## src/hw/rtl/lcfp_pkg.sv

```systemverilog
// Shared constants for the level context field parser.
package lcfp_pkg;

	localparam int CATEGORY_LIMIT_DEFAULT = 255;

	localparam logic [7:0] CH_COLON = 8'h3A;
	localparam logic [7:0] CH_COMMA = 8'h2C;
	localparam logic [7:0] CH_LOWER_C = 8'h63;
	localparam logic [7:0] CH_ZERO = 8'h30;
	localparam logic [7:0] CH_NINE = 8'h39;

	localparam logic KIND_CATEGORY = 1'b0;
	localparam logic KIND_SUMMARY = 1'b1;

	localparam logic [2:0] ST_OK = 3'd0;
	localparam logic [2:0] ST_TOO_SHORT = 3'd1;
	localparam logic [2:0] ST_COLONS = 3'd2;
	localparam logic [2:0] ST_BAD_TAIL = 3'd3;
	localparam logic [2:0] ST_RANGE = 3'd4;

	localparam logic [2:0] FIELD_FIRST = 3'd0;
	localparam logic [2:0] FIELD_SECOND = 3'd1;
	localparam logic [2:0] FIELD_CATS = 3'd2;
	localparam logic [2:0] FIELD_TAIL = 3'd3;
	localparam logic [2:0] FIELD_PAST = 3'd4;

endpackage

```

## src/hw/rtl/lcfp_char_if.sv

```systemverilog
// Character request channel and result channel interfaces.
interface lcfp_char_if;
	logic       valid;
	logic       ready;
	logic [7:0] char_code;
	logic       last_char;

	modport source (output valid, output char_code, output last_char, input ready);
	modport sink (input valid, input char_code, input last_char, output ready);
endinterface

interface lcfp_result_if;
	logic       valid;
	logic       ready;
	logic       result_kind;
	logic [9:0] category_index;
	logic [3:0] type_digit;
	logic [3:0] value_digit;
	logic [6:0] tail_value;
	logic [2:0] status;

	modport source (
		output valid, output result_kind, output category_index, output type_digit,
		output value_digit, output tail_value, output status, input ready
	);
	modport sink (
		input valid, input result_kind, input category_index, input type_digit,
		input value_digit, input tail_value, input status, output ready
	);
endinterface

```

## src/hw/rtl/level_context_field_parser_unit.sv

```systemverilog
// Level context field parser: one character per cycle, category and summary results.
// Results are registered: a result enters the output register in the cycle after its character is accepted.
// Throughput: one character request per cycle; the request is held off only while
// an unread result sits in the output register and the sink is not ready.
// Reset: arst_n clears the parse state and the output valid flag at once; the output data registers are not reset.
// After the last character of a string all parse state returns to its reset values.
module level_context_field_parser_unit
	import lcfp_pkg::*;
#(
	parameter int CATEGORY_LIMIT = CATEGORY_LIMIT_DEFAULT
) (
	input logic          clk,
	input logic          arst_n,
	lcfp_char_if.sink    chars,
	lcfp_result_if.source results
);

	logic [2:0] field_q, field_n;
	logic [2:0] colon_q, colon_n;
	logic [2:0] tally_q, tally_n;
	logic [3:0] first_q, first_n;
	logic [3:0] second_q, second_n;
	logic [2:0] tok_len_q, tok_len_n;
	logic       tok_pfx_q, tok_pfx_n;
	logic       tok_seen_q, tok_seen_n;
	logic       tok_end_q, tok_end_n;
	logic [9:0] tok_num_q, tok_num_n;
	logic [9:0] prev_q, prev_n;
	logic [1:0] tail_len_q, tail_len_n;
	logic [6:0] tail_num_q, tail_num_n;
	logic       tail_ok_q, tail_ok_n;
	logic       fresh_q, fresh_n;

	logic        accept;
	logic        dig;
	logic [7:0]  diff;
	logic [3:0]  dval;
	logic        emit;
	logic [13:0] tok_mul;
	logic [10:0] tail_mul;
	logic        res_valid;
	logic        res_kind;
	logic [9:0]  res_cat;
	logic [3:0]  res_lt;
	logic [3:0]  res_lv;
	logic [6:0]  res_tail;
	logic [2:0]  res_st;

	logic        out_valid_q;
	logic        out_kind_q;
	logic [9:0]  out_cat_q;
	logic [3:0]  out_lt_q;
	logic [3:0]  out_lv_q;
	logic [6:0]  out_tail_q;
	logic [2:0]  out_st_q;

	assign chars.ready = !out_valid_q || results.ready;
	assign accept = chars.valid && chars.ready;

	always_comb begin
		dig = (chars.char_code >= CH_ZERO) && (chars.char_code <= CH_NINE);
		diff = chars.char_code - CH_ZERO;
		dval = diff[3:0];
		tok_mul = 14'(tok_num_q) * 14'd10 + 14'(dval);
		tail_mul = 11'(tail_num_q) * 11'd10 + 11'(dval);

		field_n = field_q;
		colon_n = colon_q;
		tally_n = tally_q;
		first_n = first_q;
		second_n = second_q;
		tok_len_n = tok_len_q;
		tok_pfx_n = tok_pfx_q;
		tok_seen_n = tok_seen_q;
		tok_end_n = tok_end_q;
		tok_num_n = tok_num_q;
		prev_n = prev_q;
		tail_len_n = tail_len_q;
		tail_num_n = tail_num_q;
		tail_ok_n = tail_ok_q;
		fresh_n = 1'b0;
		emit = 1'b0;

		if (tally_q < 3'd5) begin
			tally_n = tally_q + 3'd1;
		end

		if (fresh_q) begin
			if (field_q == FIELD_FIRST) begin
				first_n = dig ? dval : 4'd0;
			end else if (field_q == FIELD_SECOND) begin
				second_n = dig ? dval : 4'd0;
			end
		end

		if (chars.char_code == CH_COLON) begin
			if (colon_q < 3'd4) begin
				colon_n = colon_q + 3'd1;
			end
			if (field_q == FIELD_CATS && tok_len_q != 3'd0) begin
				emit = 1'b1;
			end
			if (field_q < FIELD_PAST) begin
				field_n = field_q + 3'd1;
			end
			fresh_n = 1'b1;
		end else if (field_q == FIELD_CATS) begin
			if (chars.char_code == CH_COMMA) begin
				emit = 1'b1;
			end else begin
				if (tok_len_q == 3'd0) begin
					tok_pfx_n = (chars.char_code == CH_LOWER_C);
				end else if (tok_len_q <= 3'd3 && tok_pfx_q && !tok_end_q) begin
					if (dig) begin
						tok_num_n = tok_mul[9:0];
						tok_seen_n = 1'b1;
					end else begin
						tok_end_n = 1'b1;
					end
				end
				if (tok_len_q < 3'd4) begin
					tok_len_n = tok_len_q + 3'd1;
				end
			end
		end else if (field_q == FIELD_TAIL) begin
			if (tail_len_q < 2'd2) begin
				if (dig) begin
					tail_num_n = tail_mul[6:0];
				end else begin
					tail_ok_n = 1'b0;
				end
			end
			if (tail_len_q < 2'd3) begin
				tail_len_n = tail_len_q + 2'd1;
			end
		end

		if (emit) begin
			if (tok_pfx_q && tok_seen_q) begin
				prev_n = tok_num_q;
			end
			tok_len_n = 3'd0;
			tok_pfx_n = 1'b0;
			tok_seen_n = 1'b0;
			tok_end_n = 1'b0;
			tok_num_n = 10'd0;
		end

		res_valid = chars.last_char || emit;
		res_kind = KIND_CATEGORY;
		res_cat = 10'd0;
		res_lt = 4'd0;
		res_lv = 4'd0;
		res_tail = 7'd0;
		res_st = ST_OK;
		if (chars.last_char) begin
			res_kind = KIND_SUMMARY;
			if (tally_n < 3'd5) begin
				res_st = ST_TOO_SHORT;
			end else if (colon_n != 3'd3) begin
				res_st = ST_COLONS;
			end else if (tail_len_n < 2'd1 || tail_len_n > 2'd2 || !tail_ok_n) begin
				res_st = ST_BAD_TAIL;
			end
			if (res_st == ST_OK) begin
				res_lt = first_n;
				res_lv = second_n;
				res_tail = tail_num_n;
			end
		end else begin
			res_cat = prev_n;
			if ({1'b0, prev_n} >= 11'(CATEGORY_LIMIT)) begin
				res_st = ST_RANGE;
			end
		end
	end

	always_ff @(posedge clk or negedge arst_n) begin
		if (!arst_n) begin
			field_q <= FIELD_FIRST;
			colon_q <= 3'd0;
			tally_q <= 3'd0;
			first_q <= 4'd0;
			second_q <= 4'd0;
			tok_len_q <= 3'd0;
			tok_pfx_q <= 1'b0;
			tok_seen_q <= 1'b0;
			tok_end_q <= 1'b0;
			tok_num_q <= 10'd0;
			prev_q <= 10'd0;
			tail_len_q <= 2'd0;
			tail_num_q <= 7'd0;
			tail_ok_q <= 1'b1;
			fresh_q <= 1'b1;
		end else if (accept) begin
			if (chars.last_char) begin
				field_q <= FIELD_FIRST;
				colon_q <= 3'd0;
				tally_q <= 3'd0;
				first_q <= 4'd0;
				second_q <= 4'd0;
				tok_len_q <= 3'd0;
				tok_pfx_q <= 1'b0;
				tok_seen_q <= 1'b0;
				tok_end_q <= 1'b0;
				tok_num_q <= 10'd0;
				prev_q <= 10'd0;
				tail_len_q <= 2'd0;
				tail_num_q <= 7'd0;
				tail_ok_q <= 1'b1;
				fresh_q <= 1'b1;
			end else begin
				field_q <= field_n;
				colon_q <= colon_n;
				tally_q <= tally_n;
				first_q <= first_n;
				second_q <= second_n;
				tok_len_q <= tok_len_n;
				tok_pfx_q <= tok_pfx_n;
				tok_seen_q <= tok_seen_n;
				tok_end_q <= tok_end_n;
				tok_num_q <= tok_num_n;
				prev_q <= prev_n;
				tail_len_q <= tail_len_n;
				tail_num_q <= tail_num_n;
				tail_ok_q <= tail_ok_n;
				fresh_q <= fresh_n;
			end
		end
	end

	// output register
	always_ff @(posedge clk or negedge arst_n) begin
		if (!arst_n) begin
			out_valid_q <= 1'b0;
		end else if (accept && res_valid) begin
			out_valid_q <= 1'b1;
		end else if (results.ready) begin
			out_valid_q <= 1'b0;
		end
	end

	always_ff @(posedge clk) begin
		if (accept && res_valid) begin
			out_kind_q <= res_kind;
			out_cat_q <= res_cat;
			out_lt_q <= res_lt;
			out_lv_q <= res_lv;
			out_tail_q <= res_tail;
			out_st_q <= res_st;
		end
	end

	assign results.valid = out_valid_q;
	assign results.result_kind = out_kind_q;
	assign results.category_index = out_cat_q;
	assign results.type_digit = out_lt_q;
	assign results.value_digit = out_lv_q;
	assign results.tail_value = out_tail_q;
	assign results.status = out_st_q;

endmodule

```

## src/flat_wrapper.sv

```systemverilog
// flat-port wrapper written by rule: the top's interface ports become plain ports
module level_context_field_parser_unit_flat import lcfp_pkg::*;
#(
	parameter int CATEGORY_LIMIT = CATEGORY_LIMIT_DEFAULT
)
  (clk, arst_n, chars_valid, chars_char_code, chars_last_char, chars_ready, results_valid, results_result_kind, results_category_index, results_type_digit, results_value_digit, results_tail_value, results_status, results_ready);
  lcfp_char_if chars_i ();
  lcfp_result_if results_i ();
  input logic clk;
  input logic arst_n;
  input wire logic [$bits(chars_i.valid)-1:0] chars_valid;
  input wire logic [$bits(chars_i.char_code)-1:0] chars_char_code;
  input wire logic [$bits(chars_i.last_char)-1:0] chars_last_char;
  output wire logic [$bits(chars_i.ready)-1:0] chars_ready;
  output wire logic [$bits(results_i.valid)-1:0] results_valid;
  output wire logic [$bits(results_i.result_kind)-1:0] results_result_kind;
  output wire logic [$bits(results_i.category_index)-1:0] results_category_index;
  output wire logic [$bits(results_i.type_digit)-1:0] results_type_digit;
  output wire logic [$bits(results_i.value_digit)-1:0] results_value_digit;
  output wire logic [$bits(results_i.tail_value)-1:0] results_tail_value;
  output wire logic [$bits(results_i.status)-1:0] results_status;
  input wire logic [$bits(results_i.ready)-1:0] results_ready;
  assign chars_i.valid = chars_valid;
  assign chars_i.char_code = chars_char_code;
  assign chars_i.last_char = chars_last_char;
  assign chars_ready = chars_i.ready;
  assign results_valid = results_i.valid;
  assign results_result_kind = results_i.result_kind;
  assign results_category_index = results_i.category_index;
  assign results_type_digit = results_i.type_digit;
  assign results_value_digit = results_i.value_digit;
  assign results_tail_value = results_i.tail_value;
  assign results_status = results_i.status;
  assign results_i.ready = results_ready;
  level_context_field_parser_unit #(.CATEGORY_LIMIT(CATEGORY_LIMIT)) u_core (.clk(clk), .arst_n(arst_n), .chars(chars_i), .results(results_i));
endmodule
```

## config.mk

```make
export PLATFORM = sky130hd
export DESIGN_NAME = level_context_field_parser_unit_flat
export DESIGN_NICKNAME = d
export VERILOG_FILES = /design/src/hw/rtl/lcfp_pkg.sv /design/src/hw/rtl/lcfp_char_if.sv /design/src/hw/rtl/level_context_field_parser_unit.sv /design/src/flat_wrapper.sv
export SDC_FILE = /design/constraint.sdc
export NUM_CORES = 1
export LEC_CHECK = 0
export BUFFER_PORTS_ARGS = -buffer_cell sky130_fd_sc_hd__clkbuf_2
export CORE_MARGIN = 8
export CORE_UTILIZATION = 25
export DETAILED_ROUTE_END_ITERATION = 12
export MAX_ROUTING_LAYER = met4
export PLACE_DENSITY = 0.37
export SKIP_CTS_REPAIR_TIMING = 1
export SLEW_MARGIN = 40
export SYNTH_ARGS = -nofsm -noshare
export SYNTH_HDL_FRONTEND = slang
export SYNTH_SLANG_ARGS = --single-unit
```

## constraint.sdc

```tcl
create_clock -name clk -period 9.6 [get_ports clk]
set_input_delay 1.44 -clock clk [delete_from_list [all_inputs] [get_ports clk]]
set_output_delay 1.44 -clock clk [all_outputs]
set_load 0.05 [all_outputs]
```

==> results.md, run 1 <==
* TritonRoute pass-1 iters at 4
* Post-DR vias/cell at 4.559
* Reg2reg setup slack at 6760 ps
* DIE WIDTH at 155.1 um
* Crit start category: primary input
* Initial Utilization at 0.2518
* Row count at 51
* Avg Inst Size Synth at 10.07 um2
* Setup Viol. Count Final at 0
* Setup total negative slack at 0 ps
* CTS tree: yes
* Max-Cap Viols at 0
* Final Slew Violations at 0
* Final setup margin at 6170 ps
* Slowest cell on crit path: clkbuf_2
* Antenna diodes at 0
* Mapped cell area at 0.004836 mm2
* Post-route minimum period at 3430 ps
* Non-Filler Instances at 790
* Highest Clock Rate at 291.5 MHz
* Initial antenna violation count at 0
* Sequential fraction of the synthesis area at 0.4652
* DRT iter0 DRCs at 228
* Post-synthesis cell count at 480
* Via count at 3602
* Max_slew headroom at 0.5767
* Clk Tree Root Cell: clkbuf_16
* Final Hold Viols at 0
* Total track usage at 0.1137
* Post-synth top flop: dfrtp_1
* Worst VDD drop at 0.07504 mV
* Drt drc at 0
* Bufs on Longest Clock Path at 2
* Vias in the first global route at 3743
* Die area at 0.02405 mm2
* Syn Nets at 528
* CP Max Fanout at 4
* Slew @ Worst Pin at 632.6 ps
* DP HPWL at 8.885 mm
* CTS Buf Count at 9
* Status: finished clean
* Routed Antenna Nets at 0
* Fin util at 0.2929
* Reg clk slew, reported paths at 60 ps
* Fraction of registers with async set/reset at 0.6548
* Skew final at 5.387 ps
* CP Cell Sequence: clkbuf_2 > nand2b_1 > clkbuf_2
* Arrival time worst endpoint at 1990 ps
* First-pass GRT wire length at 20.70 mm
* Routability cong. at 0.7490
* Clock Sinks at 84
* Cell area after layout at 0.005625 mm2
* Synth cell types at 58
* Synthesis-stage register bit count at 84
* Post-DR wirelength/cell at 15.99 um
* Setup Crit Path Kind: in2out
* Placed cell count at 774
* Clock Latency Late Sink at 340 ps
* Tcrit/Tclk final at 0.3573
* Final net count at 568
* Power Total at 993.6 uW
* CTS H-tree depth at 3
* Most common cell on crit path: clkbuf_2
* Synth Warn # at 0
* Area growth, synth to finish at 16.33%
* Leakage dissipation at 2.364 nW
* Largest net degree at the start of global routing at 56
* DRT Wirelength at 12.63 mm
* Die height at 155.1 um
* Port Buffers at 43
* Pre-CTS WS at 5808 ps
* PwrDens at 176.6 mW/mm2
* Gr ovfl total at 0
* Core Area at 0.01921 mm2
* RSZ-0062 raised after global routing: false
* WP data required at 8160 ps
* CP max stage delay at 310 ps
* IO Count at 44
* Share of cells above drive strength 1 at 0.1676
* Hold Crit Class: reg2reg
* Post-synth EDFFs at 29
* CP endpoint kind: output port
* # fillers at 2001
* Area after DPL at 0.005351 mm2
* Hold Slack at 499.4 ps
==> worst max-delay path: cells and delay by family <==
kind	cells	cell delay, ps
buffers and inverters	2	380
AND/OR/NAND/NOR	1	170
==> layer usage <==
| layer | GRT usage | part of all wire | vias up |
|---|---|---|---|
| li1 | - | - | 1782 |
| met1 | 0.1422 | 0.48 | 1742 |
| met2 | 0.1747 | 0.45 | 63 |
| met3 | 0.02358 | 0.043 | 15 |
| met4 | 0.05133 | 0.020 | 0 |
| met5 | - | 0 | - |
==> registers in the layout, summed over array words and instances (netlist names), 4 cells and up <==
register                       flops
u_core.results.tail_value          7
u_core.results.value_digit         4
u_core.tail_num_q                  7
u_core.first_q                     4
u_core.prev_q                     10
u_core.second_q                    4
u_core.tok_num_q                  10
u_core.results.category_index     10
u_core.results.type_digit          4
==> synthesized netlist by cell type, types with 2 or more instances <==
cell | instances | area (um2)
xnor2_1 | 10 | 87.58
buf_2 | 2 | 10.01
o21a_1 | 4 | 30.03
a21o_1 | 7 | 52.55
nor2_1 | 32 | 120.1
nand2_1 | 56 | 210.2
nor4bb_1 | 2 | 20.02
edfxtp_1 | 29 | 870.8
a32o_1 | 3 | 30.03
dfstp_2 | 2 | 52.55
xor2_1 | 8 | 70.07
o21ai_1 | 10 | 50.05
a22oi_1 | 8 | 60.06
nor4b_1 | 2 | 17.52
buf_1 | 3 | 11.26
nor2_2 | 10 | 62.56
o21ai_0 | 22 | 110.1
mux2i_1 | 10 | 100.1
a31oi_1 | 2 | 12.51
nor3_1 | 6 | 30.03
nand3b_1 | 3 | 22.52
nand4_1 | 6 | 37.54
buf_6 | 3 | 33.78
fa_1 | 4 | 80.08
buf_4 | 3 | 22.52
nor2b_1 | 13 | 81.33
dfrtp_1 | 53 | 1326
nand3_1 | 4 | 20.02
a22o_1 | 12 | 105.1
a21oi_1 | 46 | 230.2
inv_1 | 26 | 97.59
nand2b_1 | 6 | 37.54
ha_1 | 31 | 387.9
clkbuf_1 | 10 | 37.54
a21boi_0 | 4 | 30.03
o21bai_1 | 2 | 15.01
nor3b_1 | 3 | 22.52
and2_1 | 3 | 18.77
==> final timing paths <==
check | start | to | cells past startpoint
max in group asynchronous | arst_n | u_core.results.valid$_DFFE_PN0P_ | 2
setup reg to reg | u_core.tok_num_q[1]$_DFFE_PN0P_ | u_core.tok_num_q[9]$_DFFE_PN0P_ | 10
min in group asynchronous | arst_n | u_core.field_q[1]$_DFFE_PN0P_ | 2
hold reg to reg | u_core.tail_num_q[6]$_DFFE_PN0P_ | u_core.tail_num_q[6]$_DFFE_PN0P_ | 2
hold / removal | u_core.tail_num_q[6]$_DFFE_PN0P_ | u_core.tail_num_q[6]$_DFFE_PN0P_ | 2
setup / recovery | results_ready | chars_ready | 3
==> layout by cell type (no fill, tap or decap), drive strengths merged, types with 7 or more instances in the layout <==
| master | instances |
|---|---|
| a21oi | 47 |
| nor2b | 13 |
| dfrtp | 53 |
| nor3 | 7 |
| a22o | 12 |
| edfxtp | 29 |
| nand2 | 56 |
| inv | 26 |
| clkbuf | 54 |
| a21o | 7 |
| a22oi | 8 |
| xor2 | 8 |
| nor2 | 42 |
| xnor2 | 10 |
| mux2i | 10 |
| buf | 8 |
| o21ai | 32 |
| ha | 31 |
==> final cells by class <==
type	instances	area [um2]	area share
Clock inverter	5	27.53	0.004893
Multi-Input combinational cell	348	2377	0.4226
Timing Repair Buffer	51	299.0	0.05316
Sequential cell	84	2250	0.3999
Tap cell	265	331.6	0.05894
Inverter	26	97.59	0.01735
Clock buffer	11	242.7	0.04315
==> power breakdown <==
part | internal (mW) | switching [mW] | leakage, nW | total (mW)
clock | 0.180 | 0.145 | 0.127 | 0.325
sequential | 0.400 | 0.0345 | 1.02 | 0.435
combinational | 0.0936 | 0.140 | 1.22 | 0.233
==> cell families (layout without fill, tap and decap cells) <==
family / Yosys count / after routing / synth area share
adder cells (fa/ha/maj): 35 / 35 / 0.09677
AO/OA/AOI/OAI: 129 / 129 / 0.1700
multiplexers: 11 / 11 / 0.02303
XOR/XNOR: 19 / 19 / 0.03726
AND/OR/NAND/NOR: 154 / 154 / 0.1627
buffers and inverters: 48 / 93 / 0.04502
flip-flops: 84 / 84 / 0.4652
No activity file was read; power rests on OpenSTA's default activity.
==> inputs of run 2 (changes only) <==
--- a/config.mk
+++ b/config.mk
@@ -10,7 +10,7 @@
 export CORE_UTILIZATION = 25
 export DETAILED_ROUTE_END_ITERATION = 12
 export MAX_ROUTING_LAYER = met4
-export PLACE_DENSITY = 0.37
+export PLACE_DENSITY = 0.39
 export SKIP_CTS_REPAIR_TIMING = 1
 export SLEW_MARGIN = 40
 export SYNTH_ARGS = -nofsm -noshare
==> constraint.sdc (replaced) <==
create_clock -name clk -period 3 [get_ports clk]
set_input_delay 0.45 -clock clk [delete_from_list [all_inputs] [get_ports clk]]
set_output_delay 0.45 -clock clk [all_outputs]
set_load 0.05 [all_outputs]
==> run 2 against run 1 <==
Worst setup slack worse by 5900 ps. Power increased to 3.3 times the previous value. Die area is the same. Combinational power grew to 3.3 times the previous value. Sequential share of layout area decreased by 0.64 points. Clock skew increased by 1.8 ps. Largest power group unchanged. Final cell count is 1.3% higher. Register-to-register slack got worse by 6500 ps. Worst hold slack worse by 450 ps. Critical path type is now reg2reg. Flip-flop and latch count is the same. First-iteration DRC count is 7.5% higher.
==> results.md, run 2 (synthesized netlist as in run 1, its figures left out) <==
* Setup total negative slack at 0 ps (unchanged)
* Gr ovfl total at 0 (unchanged)
* DP HPWL at 9.202 mm (was 8.885 mm)
* Routability cong. at 0.7600 (was 0.7490)
* WP data required at 3240 ps (was 8160 ps)
* IO Count at 44 (unchanged)
* Switching portion of total power at 0.3129 (was 0.3216)
* Vias in the first global route at 3865 (was 3743)
* Slowest cell on crit path: dfrtp_1 (was clkbuf_2)
* Register area at 0.002250 mm2 (unchanged)
* Row count at 51 (unchanged)
* Placed cell count at 784 (was 774)
* Setup Viol. Count Final at 0 (unchanged)
* Setup Crit Path Kind: reg2reg (was in2out)
* Crit path buf inv count at 1 (was 2)
* Via count at 3657 (was 3602)
* CTS H-tree depth at 3 (unchanged)
* Worst VDD drop at 0.2096 mV (was 0.07504 mV)
* Antenna diodes at 0 (unchanged)
* Clk network pwr share at 0.350 (was 0.328)
* Routed Antenna Nets at 0 (unchanged)
* RSZ-0062 raised after global routing: false (unchanged)
* First-pass GRT wire length at 21.25 mm (was 20.70 mm)
* Worst setup path start: u_core.tok_num_q[3]$_DFFE_PN0P_ (was results_ready)
* Bufs on Longest Clock Path at 2 (unchanged)
* Post-route minimum period at 2731 ps
* Final Hold Viols at 0 (unchanged)
* Arrival time worst endpoint at 2970 ps (was 1990 ps)
* CP endpoint kind: flip-flop (was output port)
* Reg clk slew, reported paths at 60 ps (about the same)
* CP max stage delay at 440 ps (was 310 ps)
* Die height at 155.1 um (unchanged)
* R2r startpoint: u_core.tok_num_q[3]$_DFFE_PN0P_ (was u_core.tok_num_q[1]$_DFFE_PN0P_)
* Max_slew headroom at 0.5753 (was 0.5767)
* # fillers at 2025 (was 2001)
* Stages on the worst setup path at 10 (was 3)
* Multi-input gate area at 0.002371 mm2 (was 0.002377 mm2)
* Combinational fraction of design power at 0.235 (about the same)
* Slew @ Worst Pin at 630.4 ps (was 632.6 ps)
* Initial antenna violation count at 0 (unchanged)
* Total track usage at 0.1161 (was 0.1137)
* Crit start category: flip-flop (was primary input)
* Clk Tree Root Cell: clkbuf_16 (unchanged)
* Crit path to: u_core.tok_num_q[9]$_DFFE_PN0P_ (was chars_ready)
* Die area at 0.02405 mm2 (unchanged)
* PwrDens at 580.5 mW/mm2 (was 176.6 mW/mm2)
* Crit path max-delay family: adder cells (was buffers and inverters)
* DRT iter0 DRCs at 245 (was 228)
* DIE WIDTH at 155.1 um (unchanged)
* Initial Utilization at 0.2518 (unchanged)
* CTS tree: yes (unchanged)
* Most frequent cells in the layout: nand2_1, dfrtp_1, a21oi_1 (unchanged)
* CP Max Fanout at 6 (was 4)
* Post-DR vias/cell at 4.571 (was 4.559)
* Highest Clock Rate at 366.1 MHz
* Non-Filler Instances at 800 (was 790)
* Int Pwr at 2.280 mW (was 674.1 uW)
* Most common cell on crit path: ha_1 (was clkbuf_2)
* Worst R2R Path Depth at 10 (unchanged)
* Clock Latency Late Sink at 350 ps (was 340 ps)
* Leakage dissipation at 2.432 nW (was 2.364 nW)
* Reg2reg setup slack at 270 ps (was 6760 ps)
* R2r endpoint: u_core.tok_num_q[9]$_DFFE_PN0P_ (unchanged)
* Final net count at 578 (was 568)
* CTS Buf Count at 9 (unchanged)
* Commonest non-fill, non-tap cell in the layout: nand2_1 (unchanged)
* Clock Sinks at 84 (unchanged)
* Area growth, synth to finish at 18.21% (was 16.33%)
* Post-DR wirelength/cell at 15.86 um (was 15.99 um)
* Final Slew Violations at 0 (unchanged)
* CP Cell Sequence: ha_1 > ha_1 > inv_1 > fa_1 > nand2b_1 > a21oi_1 > xor2_1 > nand3_1 > xnor3_1 > a22o_1 (was clkbuf_2 > nand2b_1 > clkbuf_2)
* TritonRoute pass-1 iters at 4 (unchanged)
* Tcrit/Tclk final at 0.9104
* Skew final at 7.209 ps (was 5.387 ps)
* Max-Cap Viols at 0 (unchanged)
* Drt drc at 0 (unchanged)
* Port Buffers at 43 (unchanged)
* Hold Crit Class: in2async (was reg2reg)
* Largest net degree at the start of global routing at 33 (was 56)
* Area after DPL at 0.005413 mm2 (was 0.005351 mm2)
* Net Sw Power at 1.038 mW (was 319.5 uW)
* DRT Wirelength at 12.68 mm (was 12.63 mm)
* Share of cells above drive strength 1 at 0.1832 (was 0.1676)
* Reg power frac at 0.415 (was 0.438)
* Core Area at 0.01921 mm2 (unchanged)
* Status: finished clean (unchanged)
* Cell area after layout at 0.005717 mm2 (was 0.005625 mm2)
## run 2: changes by cell type in the layout (fill, tap and decap cells not counted)
cell and change:
clkbuf_8 +1, buf_12 +1, buf_6 -1, nor2_4 -1, bufinv_16 +1, clkinv_1 -1, and2_1 +1, buf_16 -1
and2_2 -1, nor2_2 +1, clkinvlp_4 -2, clkinv_4 +1, buf_4 +11
## run 2: per-layer routing
layer  wire length, um  track usage  share of wire
met1              6311       0.1501           0.50
met2              5657       0.1749           0.45
met3               498      0.02441          0.039
met4               216      0.04620          0.017
met5                 0            -              0
## run 2: power groups by stage
stage          registers (mW)  logic, mW  clock network (mW)
6_report                 1.38      0.779                1.16
5_1_grt                  1.39      0.891                1.24
3_5_place_dp             1.40      0.790                   0
4_1_cts                  1.38      0.793                1.19
2_1_floorplan            1.43      0.521                   0
3_3_place_gp             1.40      0.790                   0
## run 2: worst min path at each step
stage,from,end,slack (ps),cells past startpoint
after floorplan,arst_n,u_core.colon_q[0]$_DFFE_PN0P_,150,0
after global placement,arst_n,u_core.tally_q[0]$_DFFE_PN0P_,450,1
after detailed placement,arst_n,u_core.tally_q[0]$_DFFE_PN0P_,450,1
after CTS,arst_n,u_core.tally_q[0]$_DFFE_PN0P_,60,1
after global routing,arst_n,u_core.tally_q[0]$_DFFE_PN0P_,80,1
final,arst_n,u_core.tally_q[0]$_DFFE_PN0P_,50,1
## run 2: worst reg2reg max path, cell delays in order (launching register included)
cell and delay, ps:
dfrtp_1 440, ha_1 300, ha_1 170, inv_1 60
fa_1 380, nand2b_1 160, a21oi_1 150, xor2_1 240
nand3_1 110, xnor3_1 380, a22o_1 210
## run 2: per-stage QoR
stage | worst slack [ps] | power, mW | hold slack [ps] | util
floorplan | 299.3 | 1.953 | 154.4 | -
global placement | 340.2 | 2.186 | 451.7 | 0.2818
detailed placement | 259.3 | 2.191 | 448.0 | 0.2818
CTS | 250.0 | 3.364 | 64.01 | 0.2976
global route | 140.5 | 3.518 | 83.63 | 0.2976
finish | 268.7 | 3.319 | 47.96 | 0.2976
## run 2: final cells by class
class                           count  area share
Sequential cell                    84      0.3935
Timing Repair Buffer               61     0.06347
Clock inverter                      4    0.008317
Multi-Input combinational cell    348      0.4148
Tap cell                          265     0.05800
Inverter                           26     0.01707
Clock buffer                       12     0.04487
==> inputs of run 3 (changes only) <==
--- a/config.mk
+++ b/config.mk
@@ -6,11 +6,13 @@
 export NUM_CORES = 1
 export LEC_CHECK = 0
 export BUFFER_PORTS_ARGS = -buffer_cell sky130_fd_sc_hd__clkbuf_2
+export CELL_PAD_IN_SITES_DETAIL_PLACEMENT = 1
+export CELL_PAD_IN_SITES_GLOBAL_PLACEMENT = 1
 export CORE_MARGIN = 8
 export CORE_UTILIZATION = 25
 export DETAILED_ROUTE_END_ITERATION = 12
 export MAX_ROUTING_LAYER = met4
-export PLACE_DENSITY = 0.39
+export PLACE_DENSITY = 0.47
 export SKIP_CTS_REPAIR_TIMING = 1
 export SLEW_MARGIN = 40
 export SYNTH_ARGS = -nofsm -noshare
==> constraint.sdc (replaced) <==
create_clock -name clk -period 3 [get_ports clk]
set_input_delay 0.45 -clock clk [delete_from_list [all_inputs] [get_ports clk]]
set_output_delay 0.45 -clock clk [all_outputs]
set_load 0.005 [all_outputs]
==> run 3 against run 2 <==
Worst hold slack gained 320 ps. Worst setup slack got worse by 32 ps. Maximum frequency is 1.2% lower. Sequential share of layout area is 0.11 points lower. Design area grew 0.28%. Combinational power fell by 9.9%. Highest routed layer unchanged.
==> results.md, run 3 (synthesized netlist as in run 1, its figures left out) <==
* Net Sw Power at 988.3 uW (was 1.038 mW)
* Max_slew headroom at 0.5480 (was 0.5753)
* Post-route minimum period at 2764 ps (was 2731 ps)
* Final setup margin at 236.2 ps (was 268.7 ps)
* Arrival time worst endpoint at 2990 ps (was 2970 ps)
* PwrDens at 580.0 mW/mm2 (was 580.5 mW/mm2)
* Total track usage at 0.1232 (was 0.1161)
* Via count at 3695 (was 3657)
* DIE WIDTH at 155.1 um (unchanged)
* Row count at 51 (unchanged)
* Hold_sp: chars_valid
* Int Pwr at 2.337 mW (was 2.280 mW)
* Initial Utilization at 0.2518 (unchanged)
* Share of cells above drive strength 1 at 0.1767 (was 0.1832)
* Setup total negative slack at 0 ps (unchanged)
* Gr ovfl total at 0 (unchanged)
* Setup Crit Path Kind: reg2reg (unchanged)
* R2r startpoint: u_core.tok_num_q[1]$_DFFE_PN0P_ (was u_core.tok_num_q[3]$_DFFE_PN0P_)
* # fillers at 2131 (was 2025)
* Routed Antenna Nets at 0 (unchanged)
* Largest net degree at the start of global routing at 48 (was 33)
* RSZ-0062 raised after global routing: false (unchanged)
* Drt drc at 0 (unchanged)
* DP HPWL at 10.10 mm (was 9.202 mm)
* First-pass GRT wire length at 22.35 mm (was 21.25 mm)
* Skew final at 7.551 ps (was 7.209 ps)
* CTS tree: yes (unchanged)
* Die height at 155.1 um (unchanged)
* Vias in the first global route at 3981 (was 3865)
* Clock Sinks at 84 (unchanged)
* Post-DR wirelength/cell at 17.35 um (was 15.86 um)
* Die area at 0.02405 mm2 (unchanged)
* Port Buffers at 43 (unchanged)
* CP endpoint kind: flip-flop (unchanged)
* Clock Latency Late Sink at 340 ps (was 350 ps)
* Most frequent cells in the layout: nand2_1, dfrtp_1, a21oi_1 (unchanged)
* Initial antenna violation count at 1 (was 0)
* Placed cell count at 780 (was 784)
* Highest Clock Rate at 361.8 MHz (was 366.1 MHz)
* Switching portion of total power at 0.2972 (was 0.3129)
* Status: finished clean (unchanged)
* WP data required at 3230 ps (was 3240 ps)
* DRT Wirelength at 13.85 mm (was 12.68 mm)
* Area growth, synth to finish at 18.55% (was 18.21%)
* DRT iter0 DRCs at 149 (was 245)
* Post-DR vias/cell at 4.630 (was 4.571)
* Worst R2R Path Depth at 10 (unchanged)
* Hold EP: u_core.results.valid$_DFFE_PN0P_
* R2r endpoint: u_core.tok_num_q[9]$_DFFE_PN0P_ (unchanged)
* Reg2reg setup slack at 240 ps (was 270 ps)
* Reg power frac at 0.419 (was 0.415)
* Commonest non-fill, non-tap cell in the layout: nand2_1 (unchanged)
* Power Total at 3.325 mW (was 3.319 mW)
* CP Max Fanout at 7 (was 6)
* Non-Filler Instances at 798 (was 800)
* Routability cong. at 0.7194 (was 0.7600)
* Combinational fraction of design power at 0.211 (was 0.235)
* IO Count at 44 (unchanged)
* Reg clk slew, reported paths at 60 ps (about the same)
* Final Slew Violations at 0 (unchanged)
* Slew @ Worst Pin at 677.9 ps (was 630.4 ps)
* Hold Slack at 370.7 ps (was 47.96 ps)
* Bufs on Longest Clock Path at 2 (unchanged)
* Hold Crit Class: in2reg (was in2async)
* Leakage dissipation at 2.427 nW (was 2.432 nW)
* Tcrit/Tclk final at 0.9213 (was 0.9104)
* Crit start category: flip-flop (unchanged)
* Setup Viol. Count Final at 0 (unchanged)
* Clk network pwr share at 0.370 (was 0.350)
* TritonRoute pass-1 iters at 4 (unchanged)
* CTS Buf Count at 9 (unchanged)
* Hold path depth at 3
* CTS H-tree depth at 3 (unchanged)
* Pre-CTS WS at 220.0 ps (was 259.3 ps)
* Worst VDD drop at 0.2692 mV (was 0.2096 mV)
* Max-Cap Viols at 0 (unchanged)
* Core Area at 0.01921 mm2 (unchanged)
* Final Hold Viols at 0 (unchanged)
* Clk Tree Root Cell: clkbuf_16 (unchanged)
* Final net count at 575 (was 578)
run 3: per-stage QoR:
step	util	instance area [um2]
2_1_floorplan	-	4838
6_report	0.2985	5733
3_3_place_gp	0.2812	5400
4_1_cts	0.2978	5720
3_5_place_dp	0.2812	5400
5_1_grt	0.2985	5733
run 3: routing by layer:
metal | GRT usage | wire length [um] | up-vias | part of all wire
li1 | - | - | 1783 | -
met1 | 0.1535 | 6645 | 1865 | 0.48
met2 | 0.1975 | 6594 | 36 | 0.48
met3 | 0.02302 | 429 | 11 | 0.031
met4 | 0.04246 | 177 | 0 | 0.013
met5 | - | 0 | - | 0
run 3: critical path, cell delays in order (launching register included):
cell,delay [ps]
dfrtp_1,460
ha_1,320
ha_1,170
inv_1,60
fa_1,390
nand2b_1,160
a21oi_1,150
xor2_1,240
nand3_1,120
xnor3_1,380
a22o_1,210
run 3: worst max-delay path by stage:
stage                                     from                                         end  slack, ps  cells after the start
5_1_grt        u_core.tok_num_q[1]$_DFFE_PN0P_             u_core.tok_num_q[9]$_DFFE_PN0P_         90                     10
2_1_floorplan               chars_char_code[2]  u_core.results.category_index[0]$_DFFE_PP_        330                      7
6_report       u_core.tok_num_q[1]$_DFFE_PN0P_             u_core.tok_num_q[9]$_DFFE_PN0P_        240                     10
3_5_place_dp   u_core.tok_num_q[1]$_DFFE_PN0P_             u_core.tok_num_q[9]$_DFFE_PN0P_        220                     10
3_3_place_gp   u_core.tok_num_q[1]$_DFFE_PN0P_             u_core.tok_num_q[9]$_DFFE_PN0P_        300                     10
4_1_cts        u_core.tok_num_q[1]$_DFFE_PN0P_             u_core.tok_num_q[9]$_DFFE_PN0P_        210                     10
run 3: final cells by class:
cell class | count | area, um2 | area share
multi-input cells | 348 | 2376 | 0.4144
flip-flops and latches | 84 | 2250 | 0.3924
repair buffers | 58 | 355.3 | 0.06198
well taps | 265 | 331.6 | 0.05783
clock buffers | 12 | 246.5 | 0.04299
inverters | 26 | 97.59 | 0.01702
clock inverters | 4 | 73.82 | 0.01288
diodes | 1 | 2.502 | 0.0004365
run 3: power groups by stage:
stage	combinational, mW	clock, mW	sequential (mW)
finish	0.702	1.23	1.39
global route	0.806	1.32	1.41
CTS	0.720	1.28	1.40
detailed placement	0.718	0	1.42
global placement	0.706	0	1.42
floorplan	0.518	0	1.38
